[src/hdl/rbdsgf_pkg.sv]
package rbdsgf_pkg;

	// Field and block widths
	localparam int unsigned BLOCK_W = 26;
	localparam int unsigned PI_W    = 16;
	localparam int unsigned CHAR_W  = 7;
	localparam int unsigned CODE_W  = 5;
	localparam int unsigned NUM_W   = 15;  // offset into a call letter range
	localparam int unsigned REM_W   = 10;  // remainder after the top letter

	// PI range limits
	localparam logic [PI_W-1:0] PI_LIM_3LTR = 16'h1000;
	localparam logic [PI_W-1:0] PI_LIM_K    = 16'h54A8;
	localparam logic [PI_W-1:0] PI_LIM_W    = 16'h9950;
	localparam logic [PI_W-1:0] PI_LIM_AA   = 16'hAA00;
	localparam logic [PI_W-1:0] PI_LIM_AF   = 16'hAFB0;
	localparam logic [PI_W-1:0] PI_BASE_K   = 16'd4096;
	localparam logic [PI_W-1:0] PI_BASE_W   = 16'd21672;

	// Base-26 constants; the low reciprocal is exact over the range used, the high one needs one correction
	localparam int unsigned DIV_HI     = 676;
	localparam int unsigned DIV_LO     = 26;
	localparam int unsigned RECIP_HI   = 1551;  // floor(2^20 / 676), under by at most one
	localparam int unsigned SHIFT_HI   = 20;
	localparam int unsigned RECIP_LO   = 631;   // ceil(2^14 / 26), exact below 744
	localparam int unsigned SHIFT_LO   = 14;

	// Characters
	localparam logic [CHAR_W-1:0] CH_SPACE = 7'h20;
	localparam logic [CHAR_W-1:0] CH_DOLLAR = 7'h24;
	localparam logic [CHAR_W-1:0] CH_APOS  = 7'h27;
	localparam logic [CHAR_W-1:0] CH_COMMA = 7'h2C;
	localparam logic [CHAR_W-1:0] CH_DASH  = 7'h2D;
	localparam logic [CHAR_W-1:0] CH_ZERO  = 7'h30;
	localparam logic [CHAR_W-1:0] CH_THREE = 7'h33;
	localparam logic [CHAR_W-1:0] CH_UPA   = 7'h41;
	localparam logic [CHAR_W-1:0] CH_UPK   = 7'h4B;
	localparam logic [CHAR_W-1:0] CH_UPL   = 7'h4C;
	localparam logic [CHAR_W-1:0] CH_UPR   = 7'h52;
	localparam logic [CHAR_W-1:0] CH_UPT   = 7'h54;
	localparam logic [CHAR_W-1:0] CH_UPW   = 7'h57;
	localparam logic [CHAR_W-1:0] CH_CARET = 7'h5E;
	localparam logic [CHAR_W-1:0] CH_GRAVE = 7'h60;
	localparam logic [CHAR_W-1:0] CH_BAR   = 7'h7C;
	localparam logic [CHAR_W-1:0] CH_TILDE = 7'h7E;

	// Fields that run alongside the divider
	typedef struct packed {
		logic [CODE_W-1:0]            grp_code;
		logic                         traffic_program;
		logic [CODE_W-1:0]            program_type;
		logic [3:0][CHAR_W-1:0]       call_letter;
		logic                         is_b26;
		logic [CHAR_W-1:0]            text_char;
	} side_t;

	// Stage enables for the divider stages
	typedef struct packed {
		logic en_s2;
		logic en_s3;
		logic en_s4;
	} pipe_ctrl_t;

	// Upper case hex digit
	function automatic logic [CHAR_W-1:0] hex_char(input logic [3:0] v);
		if (v < 4'd10)
			return CH_ZERO + {3'b000, v};
		else
			return CH_UPA + {3'b000, v - 4'd10};
	endfunction

	// RadioText byte to printable ASCII
	function automatic logic [CHAR_W-1:0] map_text(input logic [7:0] b);
		logic [CHAR_W-1:0] c;
		c = b[CHAR_W-1:0];
		if (b < 8'd32 || b >= 8'd127)
			return CH_SPACE;
		case (c)
			CH_DOLLAR: return CH_SPACE;
			CH_COMMA:  return CH_APOS;
			CH_CARET:  return CH_DASH;
			CH_TILDE:  return CH_DASH;
			CH_GRAVE:  return CH_BAR;
			default:   return c;
		endcase
	endfunction

endpackage

[src/hdl/rbdsgf_extract.sv]
module rbdsgf_extract
	import rbdsgf_pkg::*;
(
	input  logic                 clk,
	input  logic                 load,
	input  logic [79:0]          tdata,  // block_a, block_b, block_x, pad
	input  logic                 tuser,  // first_char
	output side_t                side_s1,
	output logic [NUM_W-1:0]     num_s1
);

	logic [BLOCK_W-1:0] blk_a;
	logic [BLOCK_W-1:0] blk_b;
	logic [BLOCK_W-1:0] blk_x;
	logic [PI_W-1:0]    pi;
	logic [PI_W-1:0]    pi_off;
	logic [7:0]         txt_byte;
	side_t              side_d;

	assign blk_a = tdata[25:0];
	assign blk_b = tdata[51:26];
	assign blk_x = tdata[77:52];
	assign pi    = blk_a[25:10];

	// RadioText byte select
	assign txt_byte = tuser ? blk_x[25:18] : blk_x[17:10];

	// PI range decode; base-26 letters are filled in later
	always_comb begin
		side_d.grp_code        = blk_b[25:21];
		side_d.traffic_program = blk_b[20];
		side_d.program_type    = blk_b[19:15];
		side_d.text_char       = map_text(txt_byte);
		side_d.is_b26          = 1'b0;
		pi_off                 = pi - PI_BASE_K;
		if (pi < PI_LIM_3LTR) begin
			side_d.call_letter = {CH_UPR, CH_UPT, CH_UPL, CH_THREE};
		end else if (pi < PI_LIM_K) begin
			side_d.is_b26      = 1'b1;
			side_d.call_letter = {CH_SPACE, CH_SPACE, CH_SPACE, CH_UPK};
		end else if (pi < PI_LIM_W) begin
			side_d.is_b26      = 1'b1;
			pi_off             = pi - PI_BASE_W;
			side_d.call_letter = {CH_SPACE, CH_SPACE, CH_SPACE, CH_UPW};
		end else if (pi < PI_LIM_AA) begin
			side_d.call_letter = {hex_char(pi[3:0]), hex_char(pi[7:4]), CH_ZERO,
				hex_char(pi[11:8])};
		end else if (pi < PI_LIM_AF) begin
			side_d.call_letter = {CH_ZERO, CH_ZERO, hex_char(pi[3:0]),
				hex_char(pi[7:4])};
		end else begin
			side_d.call_letter = {hex_char(pi[3:0]), hex_char(pi[7:4]),
				hex_char(pi[11:8]), hex_char(pi[15:12])};
		end
	end

	// Stage 1 register
	always_ff @(posedge clk) begin
		if (load) begin
			side_s1 <= side_d;
			num_s1  <= pi_off[NUM_W-1:0];
		end
	end

endmodule

[src/hdl/rbdsgf_base26.sv]
module rbdsgf_base26
	import rbdsgf_pkg::*;
(
	input  logic                 clk,
	input  pipe_ctrl_t           ctrl,
	input  logic [NUM_W-1:0]     num_s1,
	output logic [CODE_W-1:0]    hi_s4,
	output logic [CODE_W-1:0]    mid_s4,
	output logic [REM_W-1:0]     rem_s4
);

	logic [25:0]        prod_hi;
	logic [CODE_W-1:0]  hi_est_s2;
	logic [NUM_W-1:0]   num_s2;
	logic [NUM_W-1:0]   rem_raw;
	logic [CODE_W-1:0]  hi_s3;
	logic [REM_W-1:0]   rem_s3;
	logic [18:0]        prod_lo;

	// Stage 2: estimate of num / 676 by reciprocal
	assign prod_hi = 26'(num_s1) * 26'(RECIP_HI);

	always_ff @(posedge clk) begin
		if (ctrl.en_s2) begin
			hi_est_s2 <= prod_hi[SHIFT_HI +: CODE_W];
			num_s2    <= num_s1;
		end
	end

	// Stage 3: remainder and single correction step
	assign rem_raw = num_s2 - NUM_W'(hi_est_s2) * NUM_W'(DIV_HI);

	always_ff @(posedge clk) begin
		if (ctrl.en_s3) begin
			if (rem_raw >= NUM_W'(DIV_HI)) begin
				hi_s3  <= hi_est_s2 + 5'd1;
				rem_s3 <= REM_W'(rem_raw - NUM_W'(DIV_HI));
			end else begin
				hi_s3  <= hi_est_s2;
				rem_s3 <= rem_raw[REM_W-1:0];
			end
		end
	end

	// Stage 4: middle letter, remainder / 26
	assign prod_lo = 19'(rem_s3) * 19'(RECIP_LO);

	always_ff @(posedge clk) begin
		if (ctrl.en_s4) begin
			hi_s4  <= hi_s3;
			mid_s4 <= prod_lo[SHIFT_LO +: CODE_W];
			rem_s4 <= rem_s3;
		end
	end

endmodule

[src/hdl/rbds_group_field_decoder_top.sv]
// An accepted request passes through stage registers s1 to s5 on its way to m_tvalid.
// Throughput: one request per cycle while m_tready does not stall; a five-stage valid/ready
// pipeline, the divide by 676 and by 26 done by reciprocal multiplies in stages two and four.
// A stall on m_tready holds each occupied stage with no empty stage below it; empty stages still fill.
// Reset (arst_n low, asynchronous) clears all stage valid bits; data is not reset.
module rbds_group_field_decoder_top
	import rbdsgf_pkg::*;
(
	input  logic        clk,
	input  logic        arst_n,
	input  logic        s_tvalid,
	output logic        s_tready,
	input  logic [79:0] s_tdata,  // block_a[25:0], block_b[51:26], block_x[77:52], zero pad
	input  logic        s_tuser,  // first_char
	output logic        m_tvalid,
	input  logic        m_tready,
	output logic [47:0] m_tdata   // grp_code, traffic_program, program_type,
	                              // call_letter_0..3, text_char, zero pad
);

	logic               valid_s1, valid_s2, valid_s3, valid_s4, valid_s5;
	logic               rdy_1, rdy_2, rdy_3, rdy_4, rdy_5;
	side_t              side_s1, side_s2, side_s3, side_s4, side_s5;
	logic [NUM_W-1:0]   num_s1;
	logic [CODE_W-1:0]  hi_s4, mid_s4, lo_d;
	logic [REM_W-1:0]   rem_s4;
	pipe_ctrl_t         ctrl;
	side_t              side_d5;

	// Ready chain: a stage loads when empty or when it passes its item on
	assign rdy_5 = !valid_s5 || m_tready;
	assign rdy_4 = !valid_s4 || rdy_5;
	assign rdy_3 = !valid_s3 || rdy_4;
	assign rdy_2 = !valid_s2 || rdy_3;
	assign rdy_1 = !valid_s1 || rdy_2;
	assign s_tready = rdy_1;

	assign ctrl.en_s2 = rdy_2;
	assign ctrl.en_s3 = rdy_3;
	assign ctrl.en_s4 = rdy_4;

	// Valid bits
	always_ff @(posedge clk or negedge arst_n) begin
		if (!arst_n) begin
			valid_s1 <= 1'b0;
			valid_s2 <= 1'b0;
			valid_s3 <= 1'b0;
			valid_s4 <= 1'b0;
			valid_s5 <= 1'b0;
		end else begin
			if (rdy_1) valid_s1 <= s_tvalid;
			if (rdy_2) valid_s2 <= valid_s1;
			if (rdy_3) valid_s3 <= valid_s2;
			if (rdy_4) valid_s4 <= valid_s3;
			if (rdy_5) valid_s5 <= valid_s4;
		end
	end

	rbdsgf_extract u_extract (
		.clk     (clk),
		.load    (rdy_1),
		.tdata   (s_tdata),
		.tuser   (s_tuser),
		.side_s1 (side_s1),
		.num_s1  (num_s1)
	);

	rbdsgf_base26 u_base26 (
		.clk    (clk),
		.ctrl   (ctrl),
		.num_s1 (num_s1),
		.hi_s4  (hi_s4),
		.mid_s4 (mid_s4),
		.rem_s4 (rem_s4)
	);

	// Side fields follow the divider
	always_ff @(posedge clk) begin
		if (rdy_2) side_s2 <= side_s1;
		if (rdy_3) side_s3 <= side_s2;
		if (rdy_4) side_s4 <= side_s3;
	end

	// Stage 5: low letter and final call letters
	assign lo_d = CODE_W'(rem_s4 - REM_W'(mid_s4 * 10'(DIV_LO)));

	always_comb begin
		side_d5 = side_s4;
		if (side_s4.is_b26) begin
			side_d5.call_letter[1] = CH_UPA + CHAR_W'(hi_s4);
			side_d5.call_letter[2] = CH_UPA + CHAR_W'(mid_s4);
			side_d5.call_letter[3] = CH_UPA + CHAR_W'(lo_d);
		end
	end

	always_ff @(posedge clk) begin
		if (rdy_5) side_s5 <= side_d5;
	end

	assign m_tvalid = valid_s5;
	assign m_tdata  = {2'b00, side_s5.text_char,
		side_s5.call_letter[3], side_s5.call_letter[2],
		side_s5.call_letter[1], side_s5.call_letter[0],
		side_s5.program_type, side_s5.traffic_program, side_s5.grp_code};

	// An empty first stage always takes a request
	a_bubble_accepts: assert property (@(posedge clk) disable iff (!arst_n)
		!valid_s1 |-> s_tready)
		else $error("empty stage 1 refused a request");

	// Downstream ready propagates to the input
	a_ready_chain: assert property (@(posedge clk) disable iff (!arst_n)
		m_tready |-> s_tready)
		else $error("ready chain broken");

	// A blocked stage keeps its item
	a_stall_holds: assert property (@(posedge clk) disable iff (!arst_n)
		valid_s2 && !rdy_2 |=> valid_s2 && $stable(side_s2))
		else $error("stage 2 lost an item under stall");

	// Divider results stay within letter range
	a_b26_range: assert property (@(posedge clk) disable iff (!arst_n)
		valid_s4 && side_s4.is_b26 |->
			hi_s4 <= 5'd25 && mid_s4 <= 5'd25 && rem_s4 < 10'd676)
		else $error("base-26 digit out of range");

endmodule
[config.mk]
export PLATFORM = sky130hd
export DESIGN_NAME = rbds_group_field_decoder_top
export DESIGN_NICKNAME = d
export VERILOG_FILES = /design/src/hdl/rbdsgf_pkg.sv /design/src/hdl/rbdsgf_extract.sv /design/src/hdl/rbdsgf_base26.sv /design/src/hdl/rbds_group_field_decoder_top.sv
export SDC_FILE = /design/constraint.sdc
export NUM_CORES = 1
export LEC_CHECK = 0
export BUFFER_PORTS_ARGS = -buffer_cell sky130_fd_sc_hd__buf_2
export CAP_MARGIN = 0
export CORE_ASPECT_RATIO = 1.2
export CORE_MARGIN = 2
export CORE_UTILIZATION = 50
export DETAILED_ROUTE_END_ITERATION = 16
export GPL_TIMING_DRIVEN = 0
export PLACE_DENSITY = 0.8
export RECOVER_POWER = 100
export SYNTH_ARGS = -nofsm -noshare
export SYNTH_HDL_FRONTEND = slang
export SYNTH_SLANG_ARGS = --single-unit
[constraint.sdc]
create_clock -name clk -period 13.16 [get_ports clk]
set_clock_uncertainty 0.2 [all_clocks]
set_input_delay 2.632 -clock clk [delete_from_list [all_inputs] [get_ports clk]]
set_output_delay 2.632 -clock clk [all_outputs]
set_load 0.005 [all_outputs]
== Word-level counts from Yosys, hierarchy flattened ==
Cells that the tools add are included.

* Register bits after elaboration: 304
* Input port bits: 85
* Word-level logic and storage cells: 140

* $add $sub $neg: 21
* Multiply operators: 4
* Order comparisons: 12
* Eq/ne operators: 5
* Multiplexer cells: 20
* Reductions and logical operators: 15

{| class="wikitable"
|+ Operator list
! operator !! count
|-
| 28-bit 2-to-1 mux || 3
|-
| 16-bit < comparator (second input constant) || 3
|-
| 15-bit 2-to-1 mux || 3
|-
| 7-bit 2-to-1 mux || 6
|-
| 29-bit 2-to-1 mux || 1
|-
| 6-bit by 4-bit adder with 7-bit output (first input constant) || 4
|-
| 7-bit by 4-bit adder with 7-bit output (first input constant) || 4
|-
| 7-bit one-hot mux with 4 select lines || 1
|-
| 15-bit by 11-bit multiplier with 25-bit output (second input constant) || 1
|-
| 7-bit by 5-bit adder with 7-bit output (first input constant) || 3
|-
| 7-bit == test (second input constant) || 3
|-
| 21-bit 2-to-1 mux || 1
|-
| 10-bit by 10-bit multiplier with 19-bit output (second input constant) || 1
|-
| 16-bit by 13-bit < comparator with 1-bit output (second input constant) || 1
|-
| 16-bit by 15-bit < comparator with 1-bit output (second input constant) || 1
|-
| 4-bit < comparator (second input constant) || 4
|-
| 4-bit subtractor (second input constant) || 4
|-
| 15-bit by 10-bit greater-or-equal comparator with 1-bit output (second input constant) || 1
|-
| 15-bit by 13-bit subtractor with 15-bit output (second input constant) || 1
|-
| 15-bit subtractor || 1
|-
| 15-bit subtractor (second input constant) || 1
|-
| 7-bit by 6-bit == test with 1-bit output (second input constant) || 2
|-
| 5-bit by 8-bit multiplier with 13-bit output (second input constant) || 1
|-
| 10-bit 2-to-1 mux || 1
|-
| other kinds (14) || 25
|}

== Depth between registers and ports, before layout ==
Gate-level depths: netlist of run 1.

* Depth after elaboration: 7
* Mapped depth: 19

== Cells and area by module ==
A second synthesis of run 1 with hierarchy kept.

* Cell total of the unflattened synthesis: 1286
* Area, all modules: 17291.6 um^2

{| class="wikitable"
|+ By module, submodules not included
! module !! instances !! cells each !! area each (um^2)
|-
| rbdsgf_base26 || 1 || 668 || 7221.9
|-
| rbds_group_field_decoder_top || 1 || 286 || 6371.1
|-
| rbdsgf_extract || 1 || 332 || 3698.5
|}

== Least setup slack after synthesis of run 1 ==
OpenSTA, ideal clock, no wires.

* Kind: input to output
* From: input port m_tready
* To: output port s_tready
* Data arrival time: 6270 ps
* Required time: 10328 ps
* Path slack: 4058 ps
* Stages on the path: 4
* Buffers on the path: 0
* Cell sequence: nor2b_1 -> nand4_1 -> inv_1 -> nand2_1

* Longest elaborated chain between the ends: 5

{| class="wikitable"
|+ Ends and longest elaborated chain
! what !! line !! source
|-
| start, declared || rbds_group_field_decoder_top.sv:16 || <nowiki>input logic m_tready,</nowiki>
|-
| 1-bit logical OR || rbds_group_field_decoder_top.sv:31 || <nowiki>assign rdy_5 = !valid_s5 || m_tready;</nowiki>
|-
| 1-bit logical OR || rbds_group_field_decoder_top.sv:32 || <nowiki>assign rdy_4 = !valid_s4 || rdy_5;</nowiki>
|-
| 1-bit logical OR || rbds_group_field_decoder_top.sv:33 || <nowiki>assign rdy_3 = !valid_s3 || rdy_4;</nowiki>
|-
| 1-bit logical OR || rbds_group_field_decoder_top.sv:34 || <nowiki>assign rdy_2 = !valid_s2 || rdy_3;</nowiki>
|-
| via rdy_2 || rbds_group_field_decoder_top.sv:22 || <nowiki>logic rdy_1, rdy_2, rdy_3, rdy_4, rdy_5;</nowiki>
|-
| 1-bit logical OR || rbds_group_field_decoder_top.sv:35 || <nowiki>assign rdy_1 = !valid_s1 || rdy_2;</nowiki>
|-
| end, declared || rbds_group_field_decoder_top.sv:12 || <nowiki>output logic s_tready,</nowiki>
|}

The timed path passes the listed nets, and every way through them passes these cells.

== Worst setup path in the final report of run 1 ==
Same ends and word-level chain as after synthesis.

==> run metrics, run 1 <==
Max Slew Vio Count=197; initial drt markers=546; Required @ worst endpoint=10.33 ns; Die Height=205 um; Syn. warnings=0; Core Region=33200 sq um; Syn Area/Cell=13.4 sq um; Final ANT Viol Nets=0; crit path cell chain=buf_2 > nor2b_1 > nand4_1 > clkbuf_1 > inv_1 > nand2_1 > clkbuf_1; Clk Latency, worst-skew pair=0.55 ns; FF+latch area=9100 sq um; post-route setup slack=5.45 ns; Synth top area share=53.5%; hold_sp=side_s3[4]; largest cells by area after synthesis=edfxtp_1 53%, ha_1 14%, fa_1 9.2%; GRT Total Usage=17.9%; Netlist Area Pre-Place=16800 sq um; die extent in x=171 um; final period demand of the worst path=7.71 ns; Post-Place Cell Area=17900 sq um; DPL Wire Length=22900 um; first-pass GRT wire length=49700 um; most common cell after layout, fill and taps aside=edfxtp_1; Setup crit end kind=primary output; number of vias per cell=5.22; total CTS buffers=27; Die ar.=35100 sq um; CTS tree=yes; Vias=9640; Post-route DRC=0; n_diodes=0; routed length per instance=16.4 um; crit share post-route=58.6%; # IOs=135; total wire length=30300 um; failing checks=capacitance limit, slew limit; Worst Hold End=side_d5[4]; Layout Area Growth over Synthesis=11.3%; library cells used by synthesis=59; setup slack, reg-to-reg=8.01 ns; Post-CTS Resized=0; RR Endpoint=u_base26.hi_est_s2[2]; slowest cell on the critical path=nand2_1; DR pass1 iterations=7; number of flops mapped to enable cells by yosys=299; number of antenna violations at the first check in global routing=0; largest net degree at the start of global routing=64; worst relative slew slack=-95.5%; Reg-to-Reg Start=u_extract.num_s1[12]; CTS root buf=clkbuf_16; Main synth FF type=edfxtp_1; RSZ-0062 raised after global routing=no; cts hold-fix bufs=0; Final Hold Vio Count=0; worst slew pin tran=2.92 ns; hold crit path type=reg2reg; Final Util=56.4%; vias in the first global route=9987; footprint of the multi-input gates=6820 sq um; Hold Path Stages=0; R2R cell count=16; max cap viols=4; cells after synthesis=1249; setup TNS=0 ns; CTS Sinks=304; port bufs=90; fraction of layout cells with a size suffix above 1=8.02%; Filler cells=2556; final net count=1732; Initial Utilization=50.6%; Setup Buffers After CTS=0; CP arrival=4.87 ns; FMAX=0.130 GHz; outcome=complete, but fails checks; asr flop ratio synth=1.64%; cell taking the most area after synthesis=edfxtp_1; worst slack, placed=5.64 ns; final instance area=18700 sq um; sequential fraction of the synthesis area=54.2%; leading cell types in the layout, fill and taps excluded=299 x edfxtp_1, 204 x inv_1, 194 x ha_1; CTS max path bufs=3; H-tree levels=1; cell mode on critical path=clkbuf_1; gr ovfl total=0; Rows=73; CP Class=in2out; Final GP Congestion=0.885; count of state elements after synthesis=304; Worst-path clk slew=0.06 ns; Worst Path Max Fanout=21; Final Setup Violations=0; critical path's largest stage delay=0.54 ns; Startpoint Class=input pin
sequential cells by signal (all words and copies together) (netlist names), 10 cells and up:
register and flops:
u_extract.num_s1 15, m_tdata 46, side_d5 26, side_s2 47, u_extract.side_s1 47, side_s4 21, side_s3 47, u_base26.num_s2 15
u_base26.rem_s3 10
cells by family (layout without fill, tap and decap cells):
family | count (synthesis) | in the layout | share of synthesized area (%)
adders and majority gates | 271 | 271 | 23.6
DFF | 304 | 304 | 54.2
buffers and inverters | 221 | 368 | 5.03
and+or+nand+nor | 183 | 183 | 5.23
AOI/OAI and AO/OA | 167 | 167 | 6.27
xor gates and xnor gates | 77 | 77 | 4.02
muxes | 25 | 25 | 1.58
other | 1 | 2 | 0.0223
metrics by stage:
| stage | instances | hold WS [ns] |
|---|---|---|
| finish | 1847 | 0.214 |
| global route | 1847 | 0.209 |
| CTS | 1847 | 0.199 |
| detailed placement | 1797 | 0.205 |
| global placement | 1790 | 0.200 |
| floorplan | 1250 | 0.200 |
metal layers:
| metal | GRT usage (%) | wire [um] | vias to the layer above |
|---|---|---|---|
| li1 | - | - | 4625 |
| met1 | 21.8 | 12000 | 4721 |
| met2 | 33.0 | 16200 | 229 |
| met3 | 2.30 | 1240 | 65 |
| met4 | 5.24 | 809 | 0 |
| met5 | 0 | 0 | - |
synthesized netlist by cell type (15+ instances only):
| cell type | number |
|---|---|
| nand2_1 | 42 |
| xor2_1 | 25 |
| edfxtp_1 | 299 |
| inv_1 | 204 |
| a21oi_1 | 54 |
| ha_1 | 194 |
| nor3_1 | 15 |
| nand3_1 | 18 |
| o21ai_0 | 35 |
| a21o_1 | 19 |
| nor2_1 | 57 |
| fa_1 | 77 |
| xnor2_1 | 52 |
how the worst max path moves through the flow:
stage	start	slack (ns)	end	cells after the start
CTS	m_tready	5.57	s_tready	7
global placement	m_tready	2.19	s_tready	6
finish	m_tready	5.45	s_tready	7
global route	m_tready	5.26	s_tready	7
floorplan	m_tready	4.06	s_tready	4
detailed placement	m_tready	5.64	s_tready	7
cell type report:
class	instances	share of cell area [%]
tap	450	3.01
timing repair buffer	97	2.27
inverter	205	4.12
multi-input combinational	725	36.5
clock buffer	35	3.99
clock inverter	15	1.07
sequential	304	48.7
buffer	16	0.361
critical path, delay by kind of cell:
kind	cells	cell delay (ns)
buffers and inverters	4	0.96
AND/OR/NAND/NOR	3	1.27
Power of run 1 is left out: the tool's default activity adds up to more than one toggle a clock period on the data nets, which glitch-free logic cannot reach.
==> inputs of run 2 (changes only) <==
Settings changed: PLACE_DENSITY 0.8 to 0.83.
Clock period 13.16 ns to 6.9 ns, I/O delays scaled along.
==> run 2 against run 1 <==
Compared with the run above: the run still ends with capacitance limit, slew limit left; count of clock-buffer cells in the layout decreased by 7; sequential share of layout area is 0.14 points lower; non-clock buffer count shrank 2; register-to-register slack lost 6.3 ns; global-route usage grew 0.44 points; critical path depth shrank 1; via count increased by 1.6%; critical path type unchanged.
==> run metrics, run 2 (synthesis results as in run 1) <==
Worst Hold End=side_s2[22]; Initial Utilization=50.6% (unchanged); worst slew pin tran=2.87 ns (-0.0527 ns); max cap viols=4 (unchanged); Setup Buffers After CTS=0 (unchanged); Final Hold Vio Count=0 (unchanged); DPL Wire Length=22400 um (-2.2%); R2R cell count=16 (unchanged); port bufs=90 (unchanged); Worst Path Max Fanout=22 (+4.8%); Die Height=205 um (unchanged); Post-route DRC=0 (unchanged); CP arrival=3.65 ns (-1.22 ns); Final Util=56.6% (+0.16 points); gr ovfl total=0 (unchanged); number of antenna violations at the first check in global routing=0 (unchanged); Vias=9796 (+1.6%); worst relative slew slack=-92.0% (+3.5 points); Rows=73 (unchanged); CTS tree=yes; leading cell types in the layout, fill and taps excluded=299 x edfxtp_1, 204 x inv_1, 194 x ha_1; Required @ worst endpoint=5.32 ns (-5.01 ns); failing checks=capacitance limit, slew limit; crit share post-route=75.8%; Clk Latency, worst-skew pair=0.56 ns (about the same); n_diodes=0 (unchanged); Final GP Congestion=0.904 (+2.2%); CP Class=in2out; GRT Total Usage=18.3% (+0.44 points); total wire length=31200 um (+3.0%); biggest regs=side_s2 x47, side_s3 x47, u_extract.side_s1 x47; Final Setup Violations=0 (unchanged); most common cell after layout, fill and taps aside=edfxtp_1; Layout Area Growth over Synthesis=11.7%; outcome=complete, but fails checks; cts hold-fix bufs=0 (unchanged); FMAX=0.191 GHz; final period demand of the worst path=5.23 ns; RR Endpoint=u_base26.hi_est_s2[4]; RSZ-0062 raised after global routing=no; Hold Path Stages=0 (unchanged); Max Slew Vio Count=194 (-1.5%); final net count=1731 (-0.058%); Core Region=33200 sq um (unchanged); Post-Place Cell Area=17900 sq um (-0.20%); final instance area=18800 sq um (+0.29%); CTS max path bufs=3 (unchanged); hold_sp=u_extract.side_s1[22]; first-pass GRT wire length=50700 um (+1.9%); number of vias per cell=5.30 (+1.6%); Final ANT Viol Nets=0 (unchanged); CTS root buf=clkbuf_16; routed length per instance=16.9 um (+3.0%); CTS Sinks=304 (unchanged); setup slack, reg-to-reg=1.73 ns (-6.28 ns); # IOs=135 (unchanged); Reg-to-Reg Start=u_extract.num_s1[12]; H-tree levels=1 (unchanged); largest net degree at the start of global routing=64 (unchanged); hold crit path type=reg2reg; total CTS buffers=28 (+3.7%); Setup crit end kind=primary output; vias in the first global route=10200 (+1.7%); Post-CTS Resized=0 (unchanged); Die ar.=35100 sq um (unchanged); initial drt markers=682 (+25%); DR pass1 iterations=5 (-2); die extent in x=171 um (unchanged); Startpoint Class=input pin; Worst-path clk slew=0.07 ns (about the same); fraction of layout cells with a size suffix above 1=8.30% (+0.29 points)
run 2: per-layer routing:
layer | up-vias | global-route usage, % | wire length [um]
met1 | 4773 | 21.3 | 11800
met5 | - | 0 | 0
li1 | 4629 | - | -
met4 | 0 | 6.33 | 1160
met2 | 308 | 34.6 | 16800
met3 | 86 | 2.20 | 1410
run 2: layout make-up:
class                           count  area, sq um
Clock inverter                     24          308
Tap cell                          450          563
Fill cell                        2547        14400
Buffer                             16         67.6
Sequential cell                   304         9100
Timing Repair Buffer               95          415
Inverter                          205          769
Clock buffer                       28          701
Multi-Input combinational cell    725         6820
run 2: worst max-delay path, cell delays in order:
cell and delay (ns):
buf_2 0.10, nor2b_1 0.32, nand4_1 0.79, inv_1 0.21, nand2_1 0.56, clkbuf_1 0.28
run 2: metrics by stage:
step,TNS (ns),std cells,hold WS (ns),worst slack (ns)
3_3_place_gp,-25.45,1790,0.200,-1.51
6_report,0,1847,0.212,1.67
5_1_grt,0,1847,0.215,1.42
3_5_place_dp,0,1795,0.205,1.62
2_1_floorplan,0,1250,0.200,0.302
4_1_cts,0,1847,0.209,1.55
run 2: how the worst max path moves through the flow:
stage | start | to | slack, ns | depth (start not counted)
after CTS | m_tready | s_tready | 1.55 | 6
after global placement | m_tready | s_tready | -1.51 | 6
after global routing | m_tready | s_tready | 1.42 | 6
after detailed placement | m_tready | s_tready | 1.62 | 6
after floorplan | m_tready | s_tready | 0.30 | 4
final | m_tready | s_tready | 1.67 | 6
Power of run 2 is left out for the same reason.
==> inputs of run 3 (changes only) <==
Settings changed: ABC_AREA from default to 1.
Clock period 6.9 ns to 4.7 ns, I/O delays scaled along.
==> run 3 against run 2 <==
Compared with the run above: the flow now finishes without violations; non-clock buffer count grew 36; via count grew 24%; highest routed layer unchanged; count of clock-buffer cells in the layout grew 16; sequential share of layout area shrank 3.5 points; synthesized cell count grew 29%; first-iteration DRC count grew 67%; worst setup slack lost 1.6 ns; area after synthesis grew 6.5%; critical endpoint is now u_base26.hi_est_s2[3]; critical path type is now reg2reg.
==> run metrics, run 3 <==
worst slack, placed=-3.04 ns (-4.66 ns); largest cells by area after synthesis=edfxtp_1 50%, ha_1 14%, fa_1 8.6%; number of flops mapped to enable cells by yosys=299 (unchanged); die extent in x=177 um (+3.1%); slowest cell on the critical path=fa_1; FMAX=0.218 GHz; number of vias per cell=5.36 (+0.99%); setup slack, reg-to-reg=0.11 ns (-1.62 ns); critical path's largest stage delay=0.57 ns (-0.22 ns); GR met2 Demand/Resource=36.3% (+1.8 points); CP Class=reg2reg; library cells used by synthesis=51 (-14%); Die ar.=37300 sq um (+6.4%); Netlist Area Pre-Place=17900 sq um (+6.5%); Syn Area/Cell=11.1 sq um (-17%); CP arrival=4.69 ns (+1.04 ns); Final ANT Viol Nets=0 (unchanged); Synth top area share=50.2% (-3.3 points); R2R cell count=15 (-1); worst slew pin tran=1.42 ns (-1.45 ns); Setup crit end=u_base26.hi_est_s2[3]; DPL Wire Length=26200 um (+17%); critical path depth=15 (+9); post-route setup slack=0.106 ns (-1.57 ns); Die Height=211 um (+3.1%); number of antenna violations at the first check in global routing=1 (+1); CTS tree=yes; Buffers & Inverters on Critical Path=2 (-1); vias in the first global route=12100 (+19%); gr busiest metal=met2; total CTS buffers=29 (+3.6%); Startpoint Class=register; leading cell types in the layout, fill and taps excluded=299 x edfxtp_1, 288 x inv_1, 286 x nand2_1; DR pass1 iterations=6 (+1); Reg-to-Reg Start=u_extract.num_s1[13]; most numerous cell in the Yosys netlist=edfxtp_1; most frequent cells after synthesis=299 x edfxtp_1, 290 x inv_1, 287 x nand2_1, 194 x ha_1, 82 x nor2_1; Clk Latency, worst-skew pair=0.57 ns (about the same); Final GP Congestion=0.933 (+3.2%); Post-route DRC=0 (unchanged); cells after synthesis=1606 (+29%); routed length per instance=16.9 um (about the same); Core Region=35100 sq um (+5.9%); gr ovfl total=0 (unchanged); sequential fraction of the synthesis area=50.9% (-3.3 points); hold_ws=0.202 ns (-0.0102 ns); Worst-path clk slew=0.07 ns (about the same); Final Hold Vio Count=0 (unchanged); Filler cells=2733 (+7.3%); CTS Sinks=304 (unchanged); final net count=2131 (+23%); RR Endpoint=u_base26.hi_est_s2[3]; asr flop ratio synth=1.64% (unchanged); # IOs=135 (unchanged); GRT met1 Usage=24.1% (+2.8 points); Critical Path Start=u_extract.num_s1[13]; port bufs=93 (+3.3%); cell taking the most area after synthesis=edfxtp_1; crit share post-route=97.7%; Main synth FF type=edfxtp_1; initial drt markers=1138 (+67%); biggest regs=side_s2 x47, side_s3 x47, u_extract.side_s1 x47; hold crit path type=reg2reg; cell mode on critical path=fa_1; met3 usage=2.11% (-0.097 points); largest net degree at the start of global routing=68 (+6.3%); worst relative slew slack=4.86% (+97 points); first-pass GRT wire length=59200 um (+17%); Initial Utilization=51.0% (+0.32 points); GRT Total Usage=19.9% (+1.5 points); Syn. warnings=0 (unchanged); Rows=75 (+2.7%); Setup crit end kind=register; placed insts=2162 (+20%); delay-heaviest family, CP=adder cells; Vias=12100 (+24%); crit path cell chain=ha_1 > ha_1 > inv_1 > fa_1 > inv_1 > fa_1 > fa_1 > ha_4 > nand2_2 > nor2_2 > nand2_2 > nor4_1 > o21ai_1 > nand3_1 > xor2_2; CTS root buf=clkbuf_16; Worst Path Max Fanout=4 (-82%); CTS max path bufs=3 (unchanged); total wire length=38200 um (+22%); fraction of layout cells with a size suffix above 1=10.9% (+2.6 points); Max Slew Vio Count=0 (-100%); count of state elements after synthesis=304 (unchanged); non-filler cells, final=2261 (+22%); Final Setup Violations=0 (unchanged); outcome=finished, final reports clean; final period demand of the worst path=4.59 ns; max cap viols=0 (-4); H-tree levels=1 (unchanged); Required @ worst endpoint=4.80 ns (-0.52 ns); Layout Area Growth over Synthesis=13.1%; most common cell after layout, fill and taps aside=edfxtp_1
## run 3: cell count changes after synthesis, moves of 10 or more
cell	change
o21ai_0	+23
nand4_1	+19
and3_1	-10
xor2_1	+14
xnor2_1	-36
a21o_1	-11
nor2_1	+25
mux2i_1	-13
mux2_2	-12
inv_1	+86
nand2_1	+245
nand3_1	+34
nand2b_1	-12
## run 3: cells by family after synthesis
| family | synth area share (%) |
|---|---|
| AO/OA/AOI/OAI | 5.39 |
| XOR/XNOR | 2.78 |
| adder cells (fa/ha/maj) | 22.2 |
| buffers and inverters | 6.84 |
| flip-flops | 50.9 |
| other | 0.0210 |
| AND/OR/NAND/NOR | 11.9 |
## run 3: cell type report
type / count / area [sq um] / share of cell area, %
flip-flops and latches: 304 / 9100 / 45.0
diodes: 1 / 2.50 / 0.0124
repair buffers: 131 / 686 / 3.39
clock inverters: 10 / 130 / 0.643
inverters: 298 / 1130 / 5.61
repair inverters: 6 / 30.0 / 0.148
plain buffers: 16 / 87.6 / 0.433
well taps: 462 / 578 / 2.86
clock buffers: 44 / 822 / 4.06
multi-input cells: 989 / 7650 / 37.8
## run 3: worst reg2reg max path: cells and delay by family (launching register included)
family,cells,cell delay (ns)
AND/OR/NAND/NOR,5,0.70
AO/OA/AOI/OAI,1,0.14
buffers and inverters,2,0.15
adder cells (fa/ha/maj),6,2.50
flip-flops,1,0.53
XOR/XNOR,1,0.10
## run 3: worst min path at each step
stage | to | cells after the start | slack [ns] | from
6_report | side_s2[26] | 0 | 0.20 | u_extract.side_s1[26]
5_1_grt | side_s2[9] | 0 | 0.22 | u_extract.side_s1[9]
4_1_cts | side_s4[33] | 0 | 0.22 | side_s3[33]
3_5_place_dp | side_d5[36] | 0 | 0.20 | side_s3[36]
3_3_place_gp | side_d5[42] | 0 | 0.20 | side_s3[42]
2_1_floorplan | m_tdata[0] | 0 | 0.20 | side_d5[42]
## run 3: layer usage
layer	vias to the layer above	share of wire (%)
met3	125	5.9
met4	0	3.6
li1	5704	-
met5	-	0
met2	513	52
met1	5769	38
## run 3: what timing repair did
action,4_1_cts,5_1_grt
gates cloned,6,0
endpoints found under the hold margin,5,0
endpoints found under the setup margin,196,8
pin swaps,0,5
gates resized for setup,2,15
hold buffers,1,0
setup buffers,4,32
## run 3: through the flow
step	TNS [ns]	cell area (sq um)	util [%]
2_1_floorplan	-124.37	17900	-
3_3_place_gp	-353.07	19000	54.1
3_5_place_dp	-415.66	19000	54.1
4_1_cts	0	20000	57.1
5_1_grt	-0.0927	20200	57.6
6_report	0	20200	57.6
Power of run 3 is left out for the same reason.
